[src/hw/rtl/substring_occurrence_counter_unit_defines.svh]
// assertion macros shared by the substring occurrence counter rtl
// needs clk_i and rst_ni in the scope where a macro is used
`ifndef SUBSTRING_OCCURRENCE_COUNTER_UNIT_DEFINES_SVH
`define SUBSTRING_OCCURRENCE_COUNTER_UNIT_DEFINES_SVH

// property checked on every rising clock edge outside reset
`define SOCU_ASSERT(name, prop, msg) \
  name: assert property (@(posedge clk_i) disable iff (!rst_ni) (prop)) \
    else $error(msg);

// condition in one cycle implies a consequence in the next
`define SOCU_ASSERT_NEXT(name, pre, post, msg) \
  name: assert property (@(posedge clk_i) disable iff (!rst_ni) (pre) |=> (post)) \
    else $error(msg);

`endif

[src/hw/rtl/socu_pkg.sv]
// types and constants of the substring occurrence counter
// no dependencies
`timescale 1ns / 1ps

package socu_pkg;

  localparam int unsigned ByteW      = 8;
  localparam int unsigned CfgDataW   = 64;
  localparam int unsigned CfgIdxW    = 2;
  localparam int unsigned LenW       = 5;
  localparam int unsigned OutCountW  = 16;
  localparam int unsigned PatBytes   = 16;
  localparam int unsigned QueueDepth = 2;

  // configuration register indexes
  localparam logic [CfgIdxW-1:0] CfgPatternLow  = 2'd0;
  localparam logic [CfgIdxW-1:0] CfgPatternHigh = 2'd1;
  localparam logic [CfgIdxW-1:0] CfgPatternLen  = 2'd2;

  // classified byte handed from front to back
  typedef struct packed {
    logic hit;
    logic start;
  } mid_word_t;

  // result word
  typedef struct packed {
    logic                 match;
    logic [OutCountW-1:0] count;
    logic                 sat;
  } res_word_t;

endpackage

[src/hw/rtl/socu_fifo.sv]
// small synchronous queue used between front and back and at the result side
// depends on socu_pkg and the assertion macro header
`timescale 1ns / 1ps
`include "substring_occurrence_counter_unit_defines.svh"

module socu_fifo import socu_pkg::*; #(
  parameter int unsigned Width = 1
) (
  input  logic             clk_i,
  input  logic             rst_ni,
  input  logic             push_i,
  input  logic [Width-1:0] data_i,
  output logic             full_o,
  input  logic             pop_i,
  output logic [Width-1:0] data_o,
  output logic             empty_o
);

  localparam int unsigned PtrW = (QueueDepth > 1) ? $clog2(QueueDepth) : 1;
  localparam int unsigned CntW = $clog2(QueueDepth + 1);

  logic [Width-1:0] mem_q [QueueDepth];
  logic [PtrW-1:0]  wr_ptr_q, wr_ptr_d, rd_ptr_q, rd_ptr_d;
  logic [CntW-1:0]  cnt_q, cnt_d;
  logic             do_push, do_pop;

  assign full_o  = (cnt_q == CntW'(QueueDepth));
  assign empty_o = (cnt_q == '0);
  assign do_push = push_i && !full_o;
  assign do_pop  = pop_i && !empty_o;
  assign data_o  = mem_q[rd_ptr_q];

  always_comb begin
    wr_ptr_d = wr_ptr_q;
    rd_ptr_d = rd_ptr_q;
    if (do_push) begin
      wr_ptr_d = (wr_ptr_q == PtrW'(QueueDepth - 1)) ? '0 : wr_ptr_q + 1'b1;
    end
    if (do_pop) begin
      rd_ptr_d = (rd_ptr_q == PtrW'(QueueDepth - 1)) ? '0 : rd_ptr_q + 1'b1;
    end
    case ({do_push, do_pop})
      2'b10:   cnt_d = cnt_q + 1'b1;
      2'b01:   cnt_d = cnt_q - 1'b1;
      default: cnt_d = cnt_q;
    endcase
  end

  always_ff @(posedge clk_i or negedge rst_ni) begin
    if (!rst_ni) begin
      wr_ptr_q <= '0;
      rd_ptr_q <= '0;
      cnt_q    <= '0;
    end else begin
      wr_ptr_q <= wr_ptr_d;
      rd_ptr_q <= rd_ptr_d;
      cnt_q    <= cnt_d;
    end
  end

  always_ff @(posedge clk_i) begin
    if (do_push) begin
      mem_q[wr_ptr_q] <= data_i;
    end
  end

  logic pop_only, push_only;
  assign pop_only  = do_pop && !do_push;
  assign push_only = do_push && !do_pop;

  `SOCU_ASSERT(a_fill_in_range, cnt_q <= CntW'(QueueDepth), "queue fill above depth")
  `SOCU_ASSERT_NEXT(a_pop_drains, pop_only, cnt_q == $past(cnt_q) - 1'b1, "pop lost")
  `SOCU_ASSERT_NEXT(a_push_fills, push_only, cnt_q == $past(cnt_q) + 1'b1, "push lost")

endmodule

[src/hw/rtl/socu_front.sv]
// front end: pattern registers, byte history and match detection
// depends on socu_pkg
`timescale 1ns / 1ps

module socu_front import socu_pkg::*; #(
  parameter int unsigned PatternMax = 16
) (
  input  logic                clk_i,
  input  logic                rst_ni,
  input  logic                cfg_we_i,
  input  logic [CfgIdxW-1:0]  cfg_idx_i,
  input  logic [CfgDataW-1:0] cfg_data_i,
  input  logic                accept_i,
  input  logic [ByteW-1:0]    text_byte_i,
  input  logic                start_i,
  output mid_word_t           word_o
);

  localparam int unsigned HistDepth = PatternMax - 1;
  localparam int unsigned HistSlots = (HistDepth > 0) ? HistDepth : 1;
  localparam int unsigned VldW      = $clog2(PatternMax + 1);

  logic [CfgDataW-1:0] pat_low_q, pat_high_q;
  logic [LenW-1:0]     pat_len_q;
  logic [ByteW-1:0]    hist_q [HistSlots];
  logic [VldW-1:0]     vld_q, vld_d, vld_eff;

  logic [ByteW-1:0] pat [PatBytes];
  logic [LenW-1:0]  len_eff, len_m1, idx;
  logic             hit;

  always_ff @(posedge clk_i or negedge rst_ni) begin
    if (!rst_ni) begin
      pat_low_q  <= '0;
      pat_high_q <= '0;
      pat_len_q  <= '0;
    end else if (cfg_we_i) begin
      unique case (cfg_idx_i)
        CfgPatternLow:  pat_low_q  <= cfg_data_i;
        CfgPatternHigh: pat_high_q <= cfg_data_i;
        CfgPatternLen:  pat_len_q  <= cfg_data_i[LenW-1:0];
        default: ;
      endcase
    end
  end

  always_comb begin
    for (int b = 0; b < PatBytes / 2; b++) begin
      pat[b]                = pat_low_q[b*ByteW +: ByteW];
      pat[b + PatBytes / 2] = pat_high_q[b*ByteW +: ByteW];
    end
  end

  // start of text drops the history before this byte is compared
  assign vld_eff = start_i ? '0 : vld_q;
  assign len_eff = (pat_len_q > LenW'(PatternMax)) ? LenW'(PatternMax) : pat_len_q;
  assign len_m1  = len_eff - 1'b1;

  // newest byte against the last pattern byte, slot k-1 against byte len-1-k
  always_comb begin
    hit = (len_eff != '0) && (LenW'(vld_eff) >= len_m1) && (pat[len_m1[3:0]] == text_byte_i);
    for (int k = 1; k < PatternMax; k++) begin
      idx = len_m1 - LenW'(k);
      if (LenW'(k) < len_eff && pat[idx[3:0]] != hist_q[k-1]) begin
        hit = 1'b0;
      end
    end
  end

  always_comb begin
    vld_d = vld_eff;
    if (vld_eff < VldW'(HistDepth)) begin
      vld_d = vld_eff + 1'b1;
    end
  end

  always_ff @(posedge clk_i or negedge rst_ni) begin
    if (!rst_ni) begin
      vld_q <= '0;
    end else if (accept_i) begin
      vld_q <= vld_d;
    end
  end

  always_ff @(posedge clk_i) begin
    if (accept_i) begin
      for (int k = HistSlots - 1; k > 0; k--) begin
        hist_q[k] <= hist_q[k-1];
      end
      hist_q[0] <= text_byte_i;
    end
  end

  assign word_o.hit   = hit;
  assign word_o.start = start_i;

endmodule

[src/hw/rtl/socu_back.sv]
// back end: saturating occurrence count and result word assembly
// depends on socu_pkg and the assertion macro header
`timescale 1ns / 1ps
`include "substring_occurrence_counter_unit_defines.svh"

module socu_back import socu_pkg::*; #(
  parameter int unsigned CountBits = 16
) (
  input  logic      clk_i,
  input  logic      rst_ni,
  input  logic      mid_empty_i,
  input  mid_word_t mid_word_i,
  output logic      mid_pop_o,
  input  logic      res_full_i,
  output logic      res_push_o,
  output res_word_t res_word_o
);

  localparam logic [CountBits-1:0] CntMax = {CountBits{1'b1}};

  logic [CountBits-1:0] cnt_q, cnt_d, cnt_base;
  logic [31:0]          cnt_wide;
  logic                 xfer;

  assign xfer       = !mid_empty_i && !res_full_i;
  assign mid_pop_o  = xfer;
  assign res_push_o = xfer;

  always_comb begin
    cnt_base = mid_word_i.start ? '0 : cnt_q;
    cnt_d    = cnt_base;
    if (mid_word_i.hit && cnt_base != CntMax) begin
      cnt_d = cnt_base + 1'b1;
    end
  end

  assign cnt_wide          = 32'(cnt_d);
  assign res_word_o.match  = mid_word_i.hit;
  assign res_word_o.count  = cnt_wide[OutCountW-1:0];
  assign res_word_o.sat    = (cnt_d == CntMax);

  always_ff @(posedge clk_i or negedge rst_ni) begin
    if (!rst_ni) begin
      cnt_q <= '0;
    end else if (xfer) begin
      cnt_q <= cnt_d;
    end
  end

  logic step_up, restart;
  assign step_up = xfer && !mid_word_i.start && mid_word_i.hit && cnt_q != CntMax;
  assign restart = xfer && mid_word_i.start;

  `SOCU_ASSERT_NEXT(a_count_steps, step_up, cnt_q == $past(cnt_q) + 1'b1, "count missed a hit")
  `SOCU_ASSERT_NEXT(a_count_holds, !xfer, $stable(cnt_q), "count moved without a word")
  `SOCU_ASSERT_NEXT(a_restart_low, restart, cnt_q <= CountBits'(1), "start did not clear count")

endmodule

[src/hw/rtl/substring_occurrence_counter_unit.sv]
// top level of the substring occurrence counter
// depends on socu_pkg, socu_front, socu_fifo and socu_back
`timescale 1ns / 1ps
//
// channel  direction  handshake            word
// -------  ---------  -------------------  -------------------------------------------
// text     in         push_i / full_o      text_byte_i, start_of_text_i
// result   out        pop_i / empty_o      match_ends_here_o, occurrence_count_o,
//                                          count_saturated_o
// config   in         cfg_we_i             cfg_idx_i, cfg_data_i
//
// one text byte per clock sustained while full_o is low; the byte compare against the
// pattern is done in the front in the cycle a byte is taken, the count update in the
// back after the word leaves the front queue, and results then pass the result queue
// both queues are two words deep; a result-side stall raises full_o once both are full
// reset clears config, history fill, count and queues; there is no clearing pass

module substring_occurrence_counter_unit import socu_pkg::*; #(
  parameter int unsigned PATTERN_MAX = 16,
  parameter int unsigned COUNT_BITS  = 16
) (
  input  logic                 clk_i,
  input  logic                 rst_ni,
  // configuration
  input  logic                 cfg_we_i,
  input  logic [CfgIdxW-1:0]   cfg_idx_i,
  input  logic [CfgDataW-1:0]  cfg_data_i,
  // text bytes
  input  logic                 push_i,
  output logic                 full_o,
  input  logic [ByteW-1:0]     text_byte_i,
  input  logic                 start_of_text_i,
  // results
  input  logic                 pop_i,
  output logic                 empty_o,
  output logic                 match_ends_here_o,
  output logic [OutCountW-1:0] occurrence_count_o,
  output logic                 count_saturated_o
);

  mid_word_t front_word, mid_word;
  res_word_t back_word, res_word;
  logic      accept;
  logic      mid_empty, mid_pop;
  logic      res_full, res_push;

  // a byte is taken whenever it is pushed and the front queue has room
  assign accept = push_i && !full_o;

  socu_front #(
    .PatternMax (PATTERN_MAX)
  ) u_front (
    .clk_i       (clk_i),
    .rst_ni      (rst_ni),
    .cfg_we_i    (cfg_we_i),
    .cfg_idx_i   (cfg_idx_i),
    .cfg_data_i  (cfg_data_i),
    .accept_i    (accept),
    .text_byte_i (text_byte_i),
    .start_i     (start_of_text_i),
    .word_o      (front_word)
  );

  // classified bytes waiting for the counter
  socu_fifo #(
    .Width ($bits(mid_word_t))
  ) u_mid_queue (
    .clk_i   (clk_i),
    .rst_ni  (rst_ni),
    .push_i  (push_i),
    .data_i  (front_word),
    .full_o  (full_o),
    .pop_i   (mid_pop),
    .data_o  (mid_word),
    .empty_o (mid_empty)
  );

  socu_back #(
    .CountBits (COUNT_BITS)
  ) u_back (
    .clk_i       (clk_i),
    .rst_ni      (rst_ni),
    .mid_empty_i (mid_empty),
    .mid_word_i  (mid_word),
    .mid_pop_o   (mid_pop),
    .res_full_i  (res_full),
    .res_push_o  (res_push),
    .res_word_o  (back_word)
  );

  // finished results waiting for the consumer
  socu_fifo #(
    .Width ($bits(res_word_t))
  ) u_res_queue (
    .clk_i   (clk_i),
    .rst_ni  (rst_ni),
    .push_i  (res_push),
    .data_i  (back_word),
    .full_o  (res_full),
    .pop_i   (pop_i),
    .data_o  (res_word),
    .empty_o (empty_o)
  );

  assign match_ends_here_o  = res_word.match;
  assign occurrence_count_o = res_word.count;
  assign count_saturated_o  = res_word.sat;

endmodule

[config.mk]
export PLATFORM = sky130hd
export DESIGN_NAME = substring_occurrence_counter_unit
export DESIGN_NICKNAME = d
export VERILOG_FILES = /design/src/hw/rtl/socu_pkg.sv /design/src/hw/rtl/socu_fifo.sv /design/src/hw/rtl/socu_front.sv /design/src/hw/rtl/socu_back.sv /design/src/hw/rtl/substring_occurrence_counter_unit.sv
export VERILOG_INCLUDE_DIRS = /design/src /design/src/hw/rtl
export SDC_FILE = /design/constraint.sdc
export NUM_CORES = 1
export LEC_CHECK = 0
export ABC_CLOCK_PERIOD_IN_PS = 5240
export BUFFER_PORTS_ARGS = -buffer_cell sky130_fd_sc_hd__buf_2
export CAP_MARGIN = 5
export CORE_MARGIN = 4
export CORE_UTILIZATION = 57
export DETAILED_ROUTE_END_ITERATION = 12
export PLACE_DENSITY_LB_ADDON = 0.12
export SETUP_SLACK_MARGIN = 0.1
export SLEW_MARGIN = 20
export SYNTH_ARGS = -nofsm -noshare
export SYNTH_HDL_FRONTEND = slang
export SYNTH_SLANG_ARGS = --single-unit
[constraint.sdc]
create_clock -name clk_i -period 5.24 [get_ports clk_i]
set_input_delay 1.048 -clock clk_i [delete_from_list [all_inputs] [get_ports clk_i]]
set_output_delay 1.048 -clock clk_i [all_outputs]
set_load 0.1 [all_outputs]
## Word-level counts from Yosys, hierarchy flattened

Memory sizes are Yosys's and may differ from the RTL's.
Cells that the tools add are included.

- Register bits: 162
- Memory bits (writable): 160
- Input bits: 80
- Word-level logic and storage cells: 230
- Memories: 3

- Add/subtract/negate cells: 26
- $lt $le $gt $ge: 34
- Eq/ne operators: 26
- Mux-type cells: 78
- Bitwise gates (word level): 16
- Reduce and logical (&&, ||, !) cells: 36

Memories:

| memory | depth | bits a word | rd ports | clocked after memory_dff | write ports | RTL line | source |
|---|---|---|---|---|---|---|---|
| u_front.hist_q | 15 | 8 | 15 | 0 | 15 | socu_front.sv:25 | `logic [ByteW-1:0] hist_q [HistSlots];` |
| u_res_queue.mem_q | 2 | 18 | 1 | 0 | 1 | socu_fifo.sv:22 | `logic [Width-1:0] mem_q [QueueDepth];` |
| u_mid_queue.mem_q | 2 | 2 | 1 | 0 | 1 | socu_fifo.sv:22 |  |

Operator list:

| operator | number |
|---|---|
| binary-select mux 8 bit (select 4 bit) | 16 |
| two-way mux 8 bit | 32 |
| != test 8 bit | 15 |
| greater-or-equal comparator 5 bit (second input constant) | 16 |
| NOT 4 -> 5 bit | 16 |
| < comparator 4 x 5 -> 1 bit (first input constant) | 8 |
| two-way mux 16 bit | 2 |
| subtractor 4 bit (second input constant) | 8 |
| logical AND 1 bit | 23 |
| two-way mux 1 bit | 23 |
| < comparator 3 x 5 -> 1 bit (first input constant) | 4 |
| adder 16 x 1 -> 16 bit (second input constant) | 1 |
| == test 16 bit (second input constant) | 1 |
| != test 16 bit (second input constant) | 1 |
| subtractor 4 x 3 -> 4 bit (second input constant) | 4 |
| two-way mux 5 bit | 3 |
| == test 2 bit (second input constant) | 5 |
| < comparator 2 x 5 -> 1 bit (first input constant) | 2 |
| == test 8 bit | 1 |
| case mux 2 bit (2 select lines) | 2 |
| subtractor 4 x 2 -> 4 bit (second input constant) | 2 |
| == test 2 x 1 -> 1 bit (second input constant) | 3 |
| zero test 2 bit | 3 |
| AND reduction 2 bit | 3 |
| other kinds (13) | 22 |

## Logic depth before layout (Yosys ltp)

Gate-level depths: netlist of the first run.

- Depth after elaboration: 25
- Depth in mapped cells: 21
- Depth with buffers taken out: 15

## By module

From an unflattened synthesis of the first run, not the netlist that was laid out.

- Cells, all modules: 1850
- Area, all modules: 21295.4 um^2

Modules (own cells, without submodules):

| module | times used | cells each | area each (um^2) |
|---|---|---|---|
| socu_front | 1 | 1604 | 18195.0 |
| socu_fifo at u_res_queue | 1 | 74 | 1545.2 |
| socu_back | 1 | 147 | 1202.4 |
| socu_fifo at u_mid_queue | 1 | 24 | 339.1 |
| substring_occurrence_counter_unit | 1 | 1 | 13.8 |

## Worst setup path after synthesis of the first run

No wires, ideal clock.

- Path type: reg2reg
- Start point: register u_front.pat_len_q[4]
- End point: memory u_mid_queue.mem_q[0][1] in the netlist's numbering, data pin
- Library setup time: 0.203 ns
- Arrival: 4.836 ns
- Data required time: 5.037 ns
- Slack: 0.201 ns
- Stages on the path, launching flop included: 20
- Path buffers: 8
- Period minus slack after synthesis: 5.039 ns
- Cells stage by stage: dfrtp_1 > buf_4 > nand2b_1 > buf_2 > buf_2 > buf_2 > buf_2 > ha_1 > clkbuf_1 > buf_1 > buf_1 > mux4_2 > mux2i_1 > mux2i_1 > xor2_1 > nor4_1 > nand4_1 > a2111oi_0 > o2111ai_1 > a2111oi_2

- Longest elaborated chain between the ends: 25

Ends and longest elaborated chain:

| what | RTL line | source |
|---|---|---|
| start: declaration | socu_front.sv:24 | `logic [LenW-1:0] pat_len_q;` |
| start signal: assignment | socu_front.sv:41 | `CfgPatternLen: pat_len_q <= cfg_data_i[LenW-1:0];` |
| greater-than comparator 5 bit | socu_front.sv:56 | `assign len_eff = (pat_len_q > LenW'(PatternMax)) ? LenW'(PatternMax) : pat_len_q;` |
| two-way mux 5 bit * | socu_front.sv:56 |  |
| subtractor 5 x 1 -> 5 bit | socu_front.sv:57 | `assign len_m1 = len_eff - 1'b1;` |
| subtractor 4 x 1 -> 4 bit | socu_front.sv:63 | `idx = len_m1 - LenW'(k);` |
| NOT 4 -> 5 bit (not written as such) | socu_front.sv:64 | `if (LenW'(k) < len_eff && pat[idx[3:0]] != hist_q[k-1]) begin` |
| binary-select mux 8 bit (select 4 bit) | socu_front.sv:64 |  |
| two-way mux 8 bit (not written as such) (2 in series) | socu_front.sv:64 |  |
| != test 8 bit | socu_front.sv:64 |  |
| logical AND 1 bit | socu_front.sv:64 |  |
| two-way mux 1 bit (14 in series) | socu_front.sv:64 |  |
| two-way mux 1 bit * | socu_front.sv:64 |  |
| net u_front.hit | socu_front.sv:30 | `logic hit;` |
| end: declaration | socu_fifo.sv:22 |  |

Mark *: on every way through the listed nets, which the timed path passes. The rest lies on a longest branch. The select of a mux whose other input is x is not followed.

## Worst setup path in the final report of the first run

- Start point: register u_front.pat_len_q[2]
- End point: memory u_mid_queue.mem_q[0][1] in the netlist's numbering, data pin

Same word-level chain as after synthesis.

==> results of run 1 <==
## synthesized netlist by cell type, types with 4 or more instances
cell type / number
mux2i_1: 304
mux2_2: 163
dfrtp_1: 162
edfxtp_1: 160
nand2_1: 109
xor2_1: 104
mux4_2: 68
nor2_1: 62
xnor2_1: 52
clkbuf_1: 50
buf_2: 42
o21ai_0: 29
a22oi_1: 28
o22ai_1: 27
a22o_1: 26
a221o_1: 23
nand4_1: 22
a21oi_1: 21
nand3_1: 20
nor4_1: 19
inv_1: 16
buf_1: 14
nor3b_1: 12
a222oi_1: 11
ha_1: 11
o211ai_1: 10
nor3_1: 8
o2111ai_1: 8
and3_1: 7
buf_4: 7
nor2b_1: 7
a221oi_1: 6
a31oi_1: 6
nand2b_1: 6
a21o_1: 5
o221ai_1: 5
o22a_1: 5
xnor2_4: 5
a32oi_1: 4
and2_1: 4
and4_1: 4
buf_6: 4
o32ai_1: 4
## stage by stage
stage	utilization, %	power (mW)
after floorplan	-	9.625
after global placement	61.16	11.83
after detailed placement	61.16	11.97
after CTS	64.37	14.46
after global routing	64.47	15.23
final	64.47	14.60
## where the power goes
group	total [mW]	switching [mW]	internal, mW
combinational	7.97	4.95	3.01
sequential	4.17	0.729	3.44
clock	2.46	1.07	1.40
total	14.6	6.75	7.85
## layout by cell type (no fill, tap or decap), drive strengths merged, types with 14 or more instances in the layout
cell type | netlist | routed
nand2 | 110 | 110
nor2 | 63 | 63
a221o | 23 | 23
a22oi | 28 | 28
nor4 | 19 | 19
edfxtp | 160 | 160
xor2 | 104 | 104
inv | 19 | 20
nor3b | 14 | 14
buf | 67 | 147
clkbuf | 50 | 48
dfrtp | 162 | 162
nand4 | 22 | 22
o21ai | 29 | 29
nand3 | 20 | 20
mux2 | 163 | 163
xnor2 | 59 | 59
a22o | 26 | 26
mux2i | 304 | 304
a21oi | 21 | 21
mux4 | 68 | 68
o22ai | 27 | 27
## worst max-delay path, delay by kind of cell (launching register included)
family	cells	cell delay [ns]
buffers and inverters	3	0.90
AND/OR/NAND/NOR	4	1.34
flip-flops	1	0.72
multiplexers	1	0.15
XOR/XNOR	3	0.68
AO/OA/AOI/OAI	3	0.83
## path summary, 6_finish.rpt
check,slack [ns],end,start
worst max-delay path,0.33,u_mid_queue.mem_q[0][1],u_front.pat_len_q[2]
worst min-delay path,0.47,u_front.hist_q[0][65],u_front.hist_q[0][57]
worst max register to register,0.33,u_mid_queue.mem_q[0][1],u_front.pat_len_q[2]
worst min register to register,0.47,u_front.hist_q[0][65],u_front.hist_q[0][57]
max in group asynchronous,3.67,u_front.pat_high_q[58],rst_ni
min in group asynchronous,0.55,u_back.cnt_q[5],rst_ni
## logic make-up after synthesis
family / Yosys count / synth area share (%)
compound gates: 237 / 8.579
xor+xnor: 163 / 7.367
fa+ha+maj: 13 / 0.7559
buf+inv: 136 / 2.970
flops: 322 / 42.48
mux: 535 / 30.74
simple gates: 300 / 7.115
## state kept, by name, summed over array words and instances (netlist names), 2 cells and up
signal	flops
u_front.pat_high_q	64
u_res_queue.cnt_q	2
u_mid_queue.cnt_q	2
u_front.hist_q	120
u_front.vld_q	5
u_front.pat_len_q	5
u_res_queue.mem_q	36
u_back.cnt_q	16
u_mid_queue.mem_q	4
u_front.pat_low_q	64
## layout make-up
| cell class | instances | share of cell area, % |
|---|---|---|
| sequential | 322 | 38.37 |
| clock buffer | 48 | 4.307 |
| tap | 461 | 2.497 |
| timing repair buffer | 147 | 4.328 |
| inverter | 19 | 0.3250 |
| clock inverter | 16 | 0.6555 |
| multi-input combinational | 1248 | 49.51 |
## per-layer routing
layer,track usage (%),part of all wire (%),vias up,routed length [um]
met5,1.728,0.14,-,93
met1,46.61,42,7776,26930
met2,46.86,44,749,28010
met4,8.409,2.6,2,1666
li1,-,-,6699,-
met3,10.88,12,95,7488
## repair_timing
action	in CTS	in global routing
setup buffers	0	3
resized for setup	1	0
pin swaps	0	1
setup endpoints to repair	2	2
==> results.cfg, run 1 <==
[synthesis]
synth-async-reset-ratio_pct = 50.31
synthDistinctLibCells = 71
synth_top_cell_area_share_pct = 23.04
synthTopCellsByArea = edfxtp_1, dfrtp_1, mux2i_1, mux2_2, mux4_2
ys_ff_latch = 322
syn-num-nets = 1797
synth_edf_count = 160
synth_area_um2 = 20860
synth_ff_type = dfrtp_1
yosys_warnings = 0
ys_seq_area_share_pct = 42.48
synthCells = 1706
synth_area_leader_cell = edfxtp_1
syn_area_per_cell_um2 = 12.22

[cells_and_area]
insertedDiodeCount = 0
multi_input_area_um2 = 11440
fin_nets = 1864
instances_no_fill = 2261
nFillCells = 2792
fin_area_um2 = 23100
synthToLayoutAreaGrowth_pct = 10.75
seq_area_um2 = 8864
drive_gt1_share_pct = 25.83

[worst_setup_path]
end_kind = register
crit_fanout = 24
slowest_stage = dfrtp_2
worstSetupPathType = reg -> reg
cp.arrival_ns = 5.24
reg2reg_depth = 14
cpMostUsedCell = buf_4
cp.required_ns = 5.57
cp_cell_sequence = nor2b_2, buf_4, xnor2_4, buf_4, o21ai_0, xnor2_2, buf_4, mux2i_1, xnor2_1, nand4_1, nor4_1, nor4b_2, o2111ai_1, a2111oi_2
max_stage_delay_ns = 0.72
cp-start-kind = register

[grt]
grt_pass1_wl_um = 94580
grt_max_degree = 115
antenna_found_initial = 0
grt_overflow_total = 0
grtUsageTotal_pct = 32.21
first_global_vias = 14690

[clocking]
path_clk_slew_ns = 0.07
htree_levels = 2
cts_buffers = 35
clock_latency_ns = 0.58
clock_sinks = 322
hold_buffers = 0
cts_root_buf = clkbuf_16
cts_tree = done
clock_path_buffers = 3

[sta]
max-slew-margin-rel_pct = 28.31
finalClockSkew_ns = 0.03366
worst_slack_ns = 0.3262
post-route-min-period_ns = 4.914
drv_slew = 0
tightest_slew_ns = 1.075
finalSetupViolCount = 0
holdWs_ns = 0.4678
clock.fmax_ghz = 0.2035
rsz0062_at_grt = false
setup-tns-final_ns = 0
period_share_pct = 93.77
hold_viol_final = 0

[pwr]
ir_drop_mv = 0.4481
p_per_area_nw_per_um2 = 632.2
power.leakage_nw = 9.579

[place]
place_hpwl_um = 48020
placedCellCount = 2194
place_ws_ns = 0.1577
port_buffers = 99
globalplace.congestion = 0.9718
placed_cell_area_um2 = 21910

[run_status]
outcome = completed

[die]
core-area_um2 = 35830
dieArea_um2 = 39710
rows = 69
initial_utilization_pct = 58.21
io_pins = 100
die_h_um = 199.3
die_w_um = 199.3

[detailed_routing]
drt_iter0_drc = 2152
viasPerCell = 6.776
wl_per_cell_um = 28.39
totalWireLength_um = 64190
ant_nets = 0
drc = 0
dr_total_vias = 15320
drtPass1Iterations = 6

[worst_hold_path]
hold_class = reg -> reg
hold_depth = 0

[run]
drv_cap = 0
Note: power is estimated with default switching activity, not from simulation.
==> run 2: changes to the inputs <==
Settings changed: SYNTH_HIERARCHICAL set to 1.
==> run 2 against run 1 <==
Register-to-register slack worse by 0.09 ns; first-iteration DRC count down 12%; final cell count up 6.1%; sequential cell count unchanged; global-route usage up 0.94 points; sequential share of layout area down 0.48 points; largest cell class unchanged; fmax down 1.8%; die area up 2.0%; power up 1.8%; critical endpoint is now u_mid_queue/mem_q[1][1]; core utilization down 0.74 points; setup slack worse by 0.092 ns; non-clock buffer count down 2.
==> results.cfg, run 2 <==
[cells_and_area]
synthToLayoutAreaGrowth_pct = 9.818
largest_registers = u_front/hist_q: 120 flops, u_front/pat_high_q: 64 flops, u_front/pat_low_q: 64 flops
drive_gt1_share_pct = 24.95
insertedDiodeCount = 0
largest_register_ffs = 120
largest_register = u_front/hist_q
layout_commonest_cell = mux2i_1
fin_nets = 1994
final_cell_mix = mux2i_1, nand2_1, mux2_2
nFillCells = 2892

[pwr]
ir_drop_mv = 0.4186
p_total_mw = 14.86
p_per_area_nw_per_um2 = 635.4
power.leakage_nw = 9.429

[place]
place_hpwl_um = 51340
globalplace.congestion = 1.045
port_buffers = 99

[grt]
first_global_vias = 15790
grtUsageTotal_pct = 33.16
grt_pass1_wl_um = 101800
grt_max_degree = 126
antenna_found_initial = 0
grt_overflow_total = 0

[die]
io_pins = 100
core-area_um2 = 36700
initial_utilization_pct = 58.03
die_w_um = 201.3
dieArea_um2 = 40520
rows = 70
die_h_um = 201.3

[worst_setup_path]
cp.required_ns = 5.65
cp-start-kind = register
r2r_start = u_front/pat_len_q[0]
crit_fanout = 22
regToRegEndpoint = u_mid_queue/mem_q[1][1]
cp.arrival_ns = 5.42
cp_cell_sequence = nor2b_4, inv_4, ha_2, inv_1, buf_12, mux4_2, mux2i_1, mux2i_1, xnor2_1, nand4_1, nor4_1, o2111a_1, o2111a_1, o2111a_1
reg2reg_depth = 14
cpMostUsedCell = o2111a_1
slowest_stage = nor4_1
worstSetupPathType = reg -> reg
max_stage_delay_ns = 0.67
end_kind = register
ff2ff_setup_slack_ns = 0.23

[clocking]
clock_sinks = 322
hold_buffers = 0
clock_path_buffers = 3
cts_root_buf = clkbuf_16
cts_setup_buffers = 0
htree_levels = 2
path_clk_slew_ns = 0.07
cts_tree = done
cts_buffers = 36
clock_latency_ns = 0.56
ctsResizeCount = 0

[synthesis]
synth_area_leader_cell = edfxtp_1
ys_seq_area_share_pct = 41.60
syn_area_per_cell_um2 = 11.51
ys_ff_latch = 322
yosys_warnings = 6
synthCells = 1850
synthTopCellsByArea = edfxtp_1, dfrtp_1, mux2i_1, mux2_2, mux4_2
synth_ff_type = dfrtp_1
syn-num-nets = 1938
synth_area_um2 = 21300
synth-async-reset-ratio_pct = 50.31
synth.most_common_cell = mux2i_1
synth_edf_count = 160
synth_top_cell_area_share_pct = 22.56
yosys-top-cells-count = mux2i_1, nand2_1, mux2_2, dfrtp_1, edfxtp_1
synthDistinctLibCells = 85

[sta]
drv_slew = 0
finalSetupViolCount = 0
finalClockSkew_ns = 0.01932
clock.fmax_ghz = 0.1997
post-route-min-period_ns = 5.006
tightest_slew_ns = 1.014
period_share_pct = 95.54
setup-tns-final_ns = 0
hold_viol_final = 0
max-slew-margin-rel_pct = 31.96
rsz0062_at_grt = false

[detailed_routing]
topRoutingLayerUsed = met4
m1WireLength_um = 26490
drc = 0
drt_iter0_drc = 1888
drtPass1Iterations = 6
viasPerCell = 6.805
totalWireLength_um = 68540
wl_met2_um = 32690
wl_met3_um = 4684
wl_per_cell_um = 28.56
dr_total_vias = 16330
ant_nets = 0

[worst_hold_path]
hold_depth = 0
hp-start = u_front/hist_q[0][74]
hold_class = reg -> reg
min_to = u_front/hist_q[0][82]

[run]
drv_cap = 0

[run_status]
outcome = completed
## run 2: cell count changes after synthesis, moves of 14 or more
| cell | previous run | this run |
|---|---|---|
| nand2_1 | 109 | 182 |
| mux2i_1 | 304 | 253 |
| xnor2_1 | 52 | 98 |
| xor2_1 | 104 | 62 |
| a21oi_1 | 21 | 50 |
| a22o_1 | 26 | 5 |
| a221o_1 | 23 | 3 |
| nor3_1 | 8 | 24 |
| nand3_1 | 20 | 35 |
| o221ai_1 | 5 | 20 |
| a211oi_1 | 3 | 17 |
| o21ai_0 | 29 | 43 |
## run 2: cell type report
cell class / instances / area, um2 / share of cell area, %
clock buffers: 49 / 1011 / 4.323
multi-input cells: 1375 / 11770 / 50.33
flip-flops and latches: 322 / 8862 / 37.90
inverters: 26 / 100.1 / 0.4280
repair buffers: 145 / 884.6 / 3.783
well taps: 468 / 585.6 / 2.504
clock inverters: 15 / 171.4 / 0.7330
## run 2: worst max path at each step
stage	startpoint	end	slack, ns	depth (start not counted)
detailed placement	u_front/pat_len_q[0]	u_mid_queue/mem_q[1][1]	0.41	15
CTS	u_front/pat_len_q[0]	u_mid_queue/mem_q[1][1]	0.38	15
global placement	u_front/pat_len_q[4]	u_mid_queue/mem_q[0][1]	0.39	12
floorplan	u_front/pat_len_q[1]	u_mid_queue/mem_q[0][1]	0.35	23
finish	u_front/pat_len_q[0]	u_mid_queue/mem_q[1][1]	0.23	14
global route	u_front/pat_len_q[0]	u_mid_queue/mem_q[1][1]	0.11	15
## run 2: logic make-up (layout without fill, tap and decap cells)
kind of cell    Yosys count  in the layout  synth area share, %
xor+xnor                167            167                7.280
compound gates          286            286                9.272
fa+ha+maj                11             11               0.6169
mux                     496            496                28.41
flops                   322            322                41.60
buf+inv                 153            235                3.408
simple gates            415            415                9.418
## run 2: per-layer routing
metal	global-route usage [%]	up-vias
li1	-	7134
met1	42.16	8187
met2	55.06	822
met3	4.432	190
met4	18.75	0
met5	0	-
## run 2: critical path, delay by kind of cell, from the launching register on
family / cells / cell delay (ns)
mux: 3 / 1.23
simple gates: 3 / 1.03
buf+inv: 3 / 0.76
compound gates: 3 / 0.68
flops: 1 / 0.54
fa+ha+maj: 1 / 0.39
xor+xnor: 1 / 0.21
## run 2: stage by stage
step / utilization [%] / cells / hold WS, ns / setup WS (ns) / area [um2]
after floorplan: - / 1850 / 0.4264 / 0.3486 / 21300
after CTS: 63.73 / 2400 / 0.4617 / 0.3827 / 23390
final: 63.73 / 2400 / 0.4651 / 0.2337 / 23390
after global routing: 63.73 / 2400 / 0.4648 / 0.1090 / 23390
after detailed placement: 60.50 / 2336 / 0.4340 / 0.4073 / 22200
after global placement: 60.50 / 2336 / 0.4515 / 0.3855 / 22200
## run 2: report_power, final
group	switching [mW]	total, mW	internal (mW)
registers	0.736	4.18	3.44
clock network	1.04	2.55	1.51
logic	5.11	8.13	3.02
total	6.88	14.9	7.98
==> run 3: changes to the inputs <==
Settings changed: CAP_MARGIN 5 to unset, CORE_MARGIN 4 to 2.
==> run 3 against run 2 <==
Clock skew increased by 0.0093 ns; via count grew 0.35%; sequential power is essentially flat; non-clock buffer count unchanged; clock-buffer cell count down 1; critical endpoint is now u_mid_queue/mem_q[0][1]; largest cell class unchanged.
==> results.cfg, run 3 (synthesis gave the netlist of run 2 again) <==
[die]
dieArea_um2 = 38920
io_pins = 100
initial_utilization_pct = 58.03
die_w_um = 197.3
die_h_um = 197.3
rows = 70
core-area_um2 = 36700

[pwr]
power.leakage_nw = 9.437
p_per_area_nw_per_um2 = 638.2
ir_drop_mv = 0.3595

[worst_setup_path]
ff2ff_setup_slack_ns = 0.30
crit_buf_inv = 2
crit_fanout = 28
slowest_stage = ha_2
path_delay_family = compound AO/OA/AOI/OAI gates
max_stage_delay_ns = 0.65
cp-start-kind = register
cp.arrival_ns = 5.37
regToRegEndpoint = u_mid_queue/mem_q[0][1]
cpMostUsedCell = o2111a_1
worstSetupPathType = reg -> reg
cp.required_ns = 5.66
critical_path_depth = 15
r2r_start = u_front/pat_len_q[0]
end_kind = register
crit_path_end = u_mid_queue/mem_q[0][1]
cp_cell_sequence = nor2b_4, inv_4, ha_2, buf_4, ha_1, a21oi_1, maj3_1, o21ai_0, a31oi_1, a21oi_1, nand4_1, nor4_1, o2111a_1, o2111a_1, o2111a_1
crit_start = u_front/pat_len_q[0]
reg2reg_depth = 15

[sta]
finalClockSkew_ns = 0.02859
clock.fmax_ghz = 0.2022
tightest_slew_ns = 1.113
setup-tns-final_ns = 0
finalSetupViolCount = 0
rsz0062_at_grt = false
drv_slew = 0
hold_viol_final = 0
max-slew-margin-rel_pct = 23.89
post-route-min-period_ns = 4.945
period_share_pct = 94.37

[grt]
grtUsageTotal_pct = 35.09
antenna_found_initial = 0
first_global_vias = 15620
grt_overflow_total = 0
grt_pass1_wl_um = 100100
grt_max_degree = 163

[cells_and_area]
drive_gt1_share_pct = 24.91
largest_register_ffs = 120
fin_nets = 1994
layout_commonest_cell = mux2i_1
largest_registers = u_front/hist_q: 120 flops, u_front/pat_high_q: 64 flops, u_front/pat_low_q: 64 flops
largest_register = u_front/hist_q
synthToLayoutAreaGrowth_pct = 9.994
fin_area_um2 = 23420
final_cell_mix = mux2i_1, nand2_1, mux2_2
insertedDiodeCount = 0
instances_no_fill = 2399

[place]
globalplace.congestion = 1.088
port_buffers = 99
place_hpwl_um = 49930
placedCellCount = 2336
placed_cell_area_um2 = 22190

[detailed_routing]
ant_nets = 0
wl_per_cell_um = 28.12
viasPerCell = 6.832
drc = 0
dr_total_vias = 16390
drt_iter0_drc = 1756
totalWireLength_um = 67470
drtPass1Iterations = 6

[clocking]
cts_tree = done
cts_buffers = 36
clock_path_buffers = 3
hold_buffers = 0
clock_latency_ns = 0.58
path_clk_slew_ns = 0.07
cts_root_buf = clkbuf_16
ctsResizeCount = 0
htree_levels = 2
cts_setup_buffers = 0
clock_sinks = 322

[worst_hold_path]
hold_class = reg -> reg
hold_depth = 0

[run]
drv_cap = 0

[run_status]
outcome = completed
-- run 3: cell count changes in the layout (fill, tap and decap cells not counted), moves of 2 or more --
cell      before  now
inv_6          5    1
clkinv_8       0    3
o311ai_1       2    0
o311ai_0       0    2
-- run 3: worst min path at each step --
stage / start / end / slack (ns)
after floorplan: u_front/hist_q[0][72] / u_front/hist_q[0][80] / 0.43
after global placement: u_front/hist_q[0][74] / u_front/hist_q[0][82] / 0.45
after detailed placement: u_front/hist_q[0][57] / u_front/hist_q[0][65] / 0.46
after CTS: u_front/hist_q[0][46] / u_front/hist_q[0][54] / 0.47
after global routing: u_front/hist_q[0][46] / u_front/hist_q[0][54] / 0.48
final: u_front/hist_q[0][72] / u_front/hist_q[0][80] / 0.47
-- run 3: where the power goes --
group / total, mW / leakage (nW) / internal (mW) / switching, mW
Clock: 2.62 / 0.598 / 1.56 / 1.06
Combinational: 8.16 / 5.36 / 3.02 / 5.14
Sequential: 4.18 / 3.48 / 3.44 / 0.736
-- run 3: routing by layer --
metal  track usage (%)  part of all wire, %
met5                 0                    0
met4             22.03                  7.4
met3             4.303                  6.6
met2             57.25                   47
met1             44.76                   39
-- run 3: layout make-up --
cell class / count / area, um2
clock buffer: 48 / 1007
inverter: 26 / 100.1
timing repair buffer: 145 / 872.1
tap: 468 / 585.6
sequential: 322 / 8862
fill: 2940 / 13270
multi-input combinational: 1375 / 11780
clock inverter: 15 / 214.0
-- run 3: stage by stage --
stage	setup slack [ns]	hold slack, ns	utilization [%]	power, mW
CTS	0.3627	0.4708	63.79	14.81
detailed placement	0.4118	0.4595	60.46	12.13
global placement	0.5012	0.4485	60.46	12.04
floorplan	0.3486	0.4264	-	9.819
global route	0.1526	0.4798	63.83	15.55
finish	0.2950	0.4705	63.83	14.95
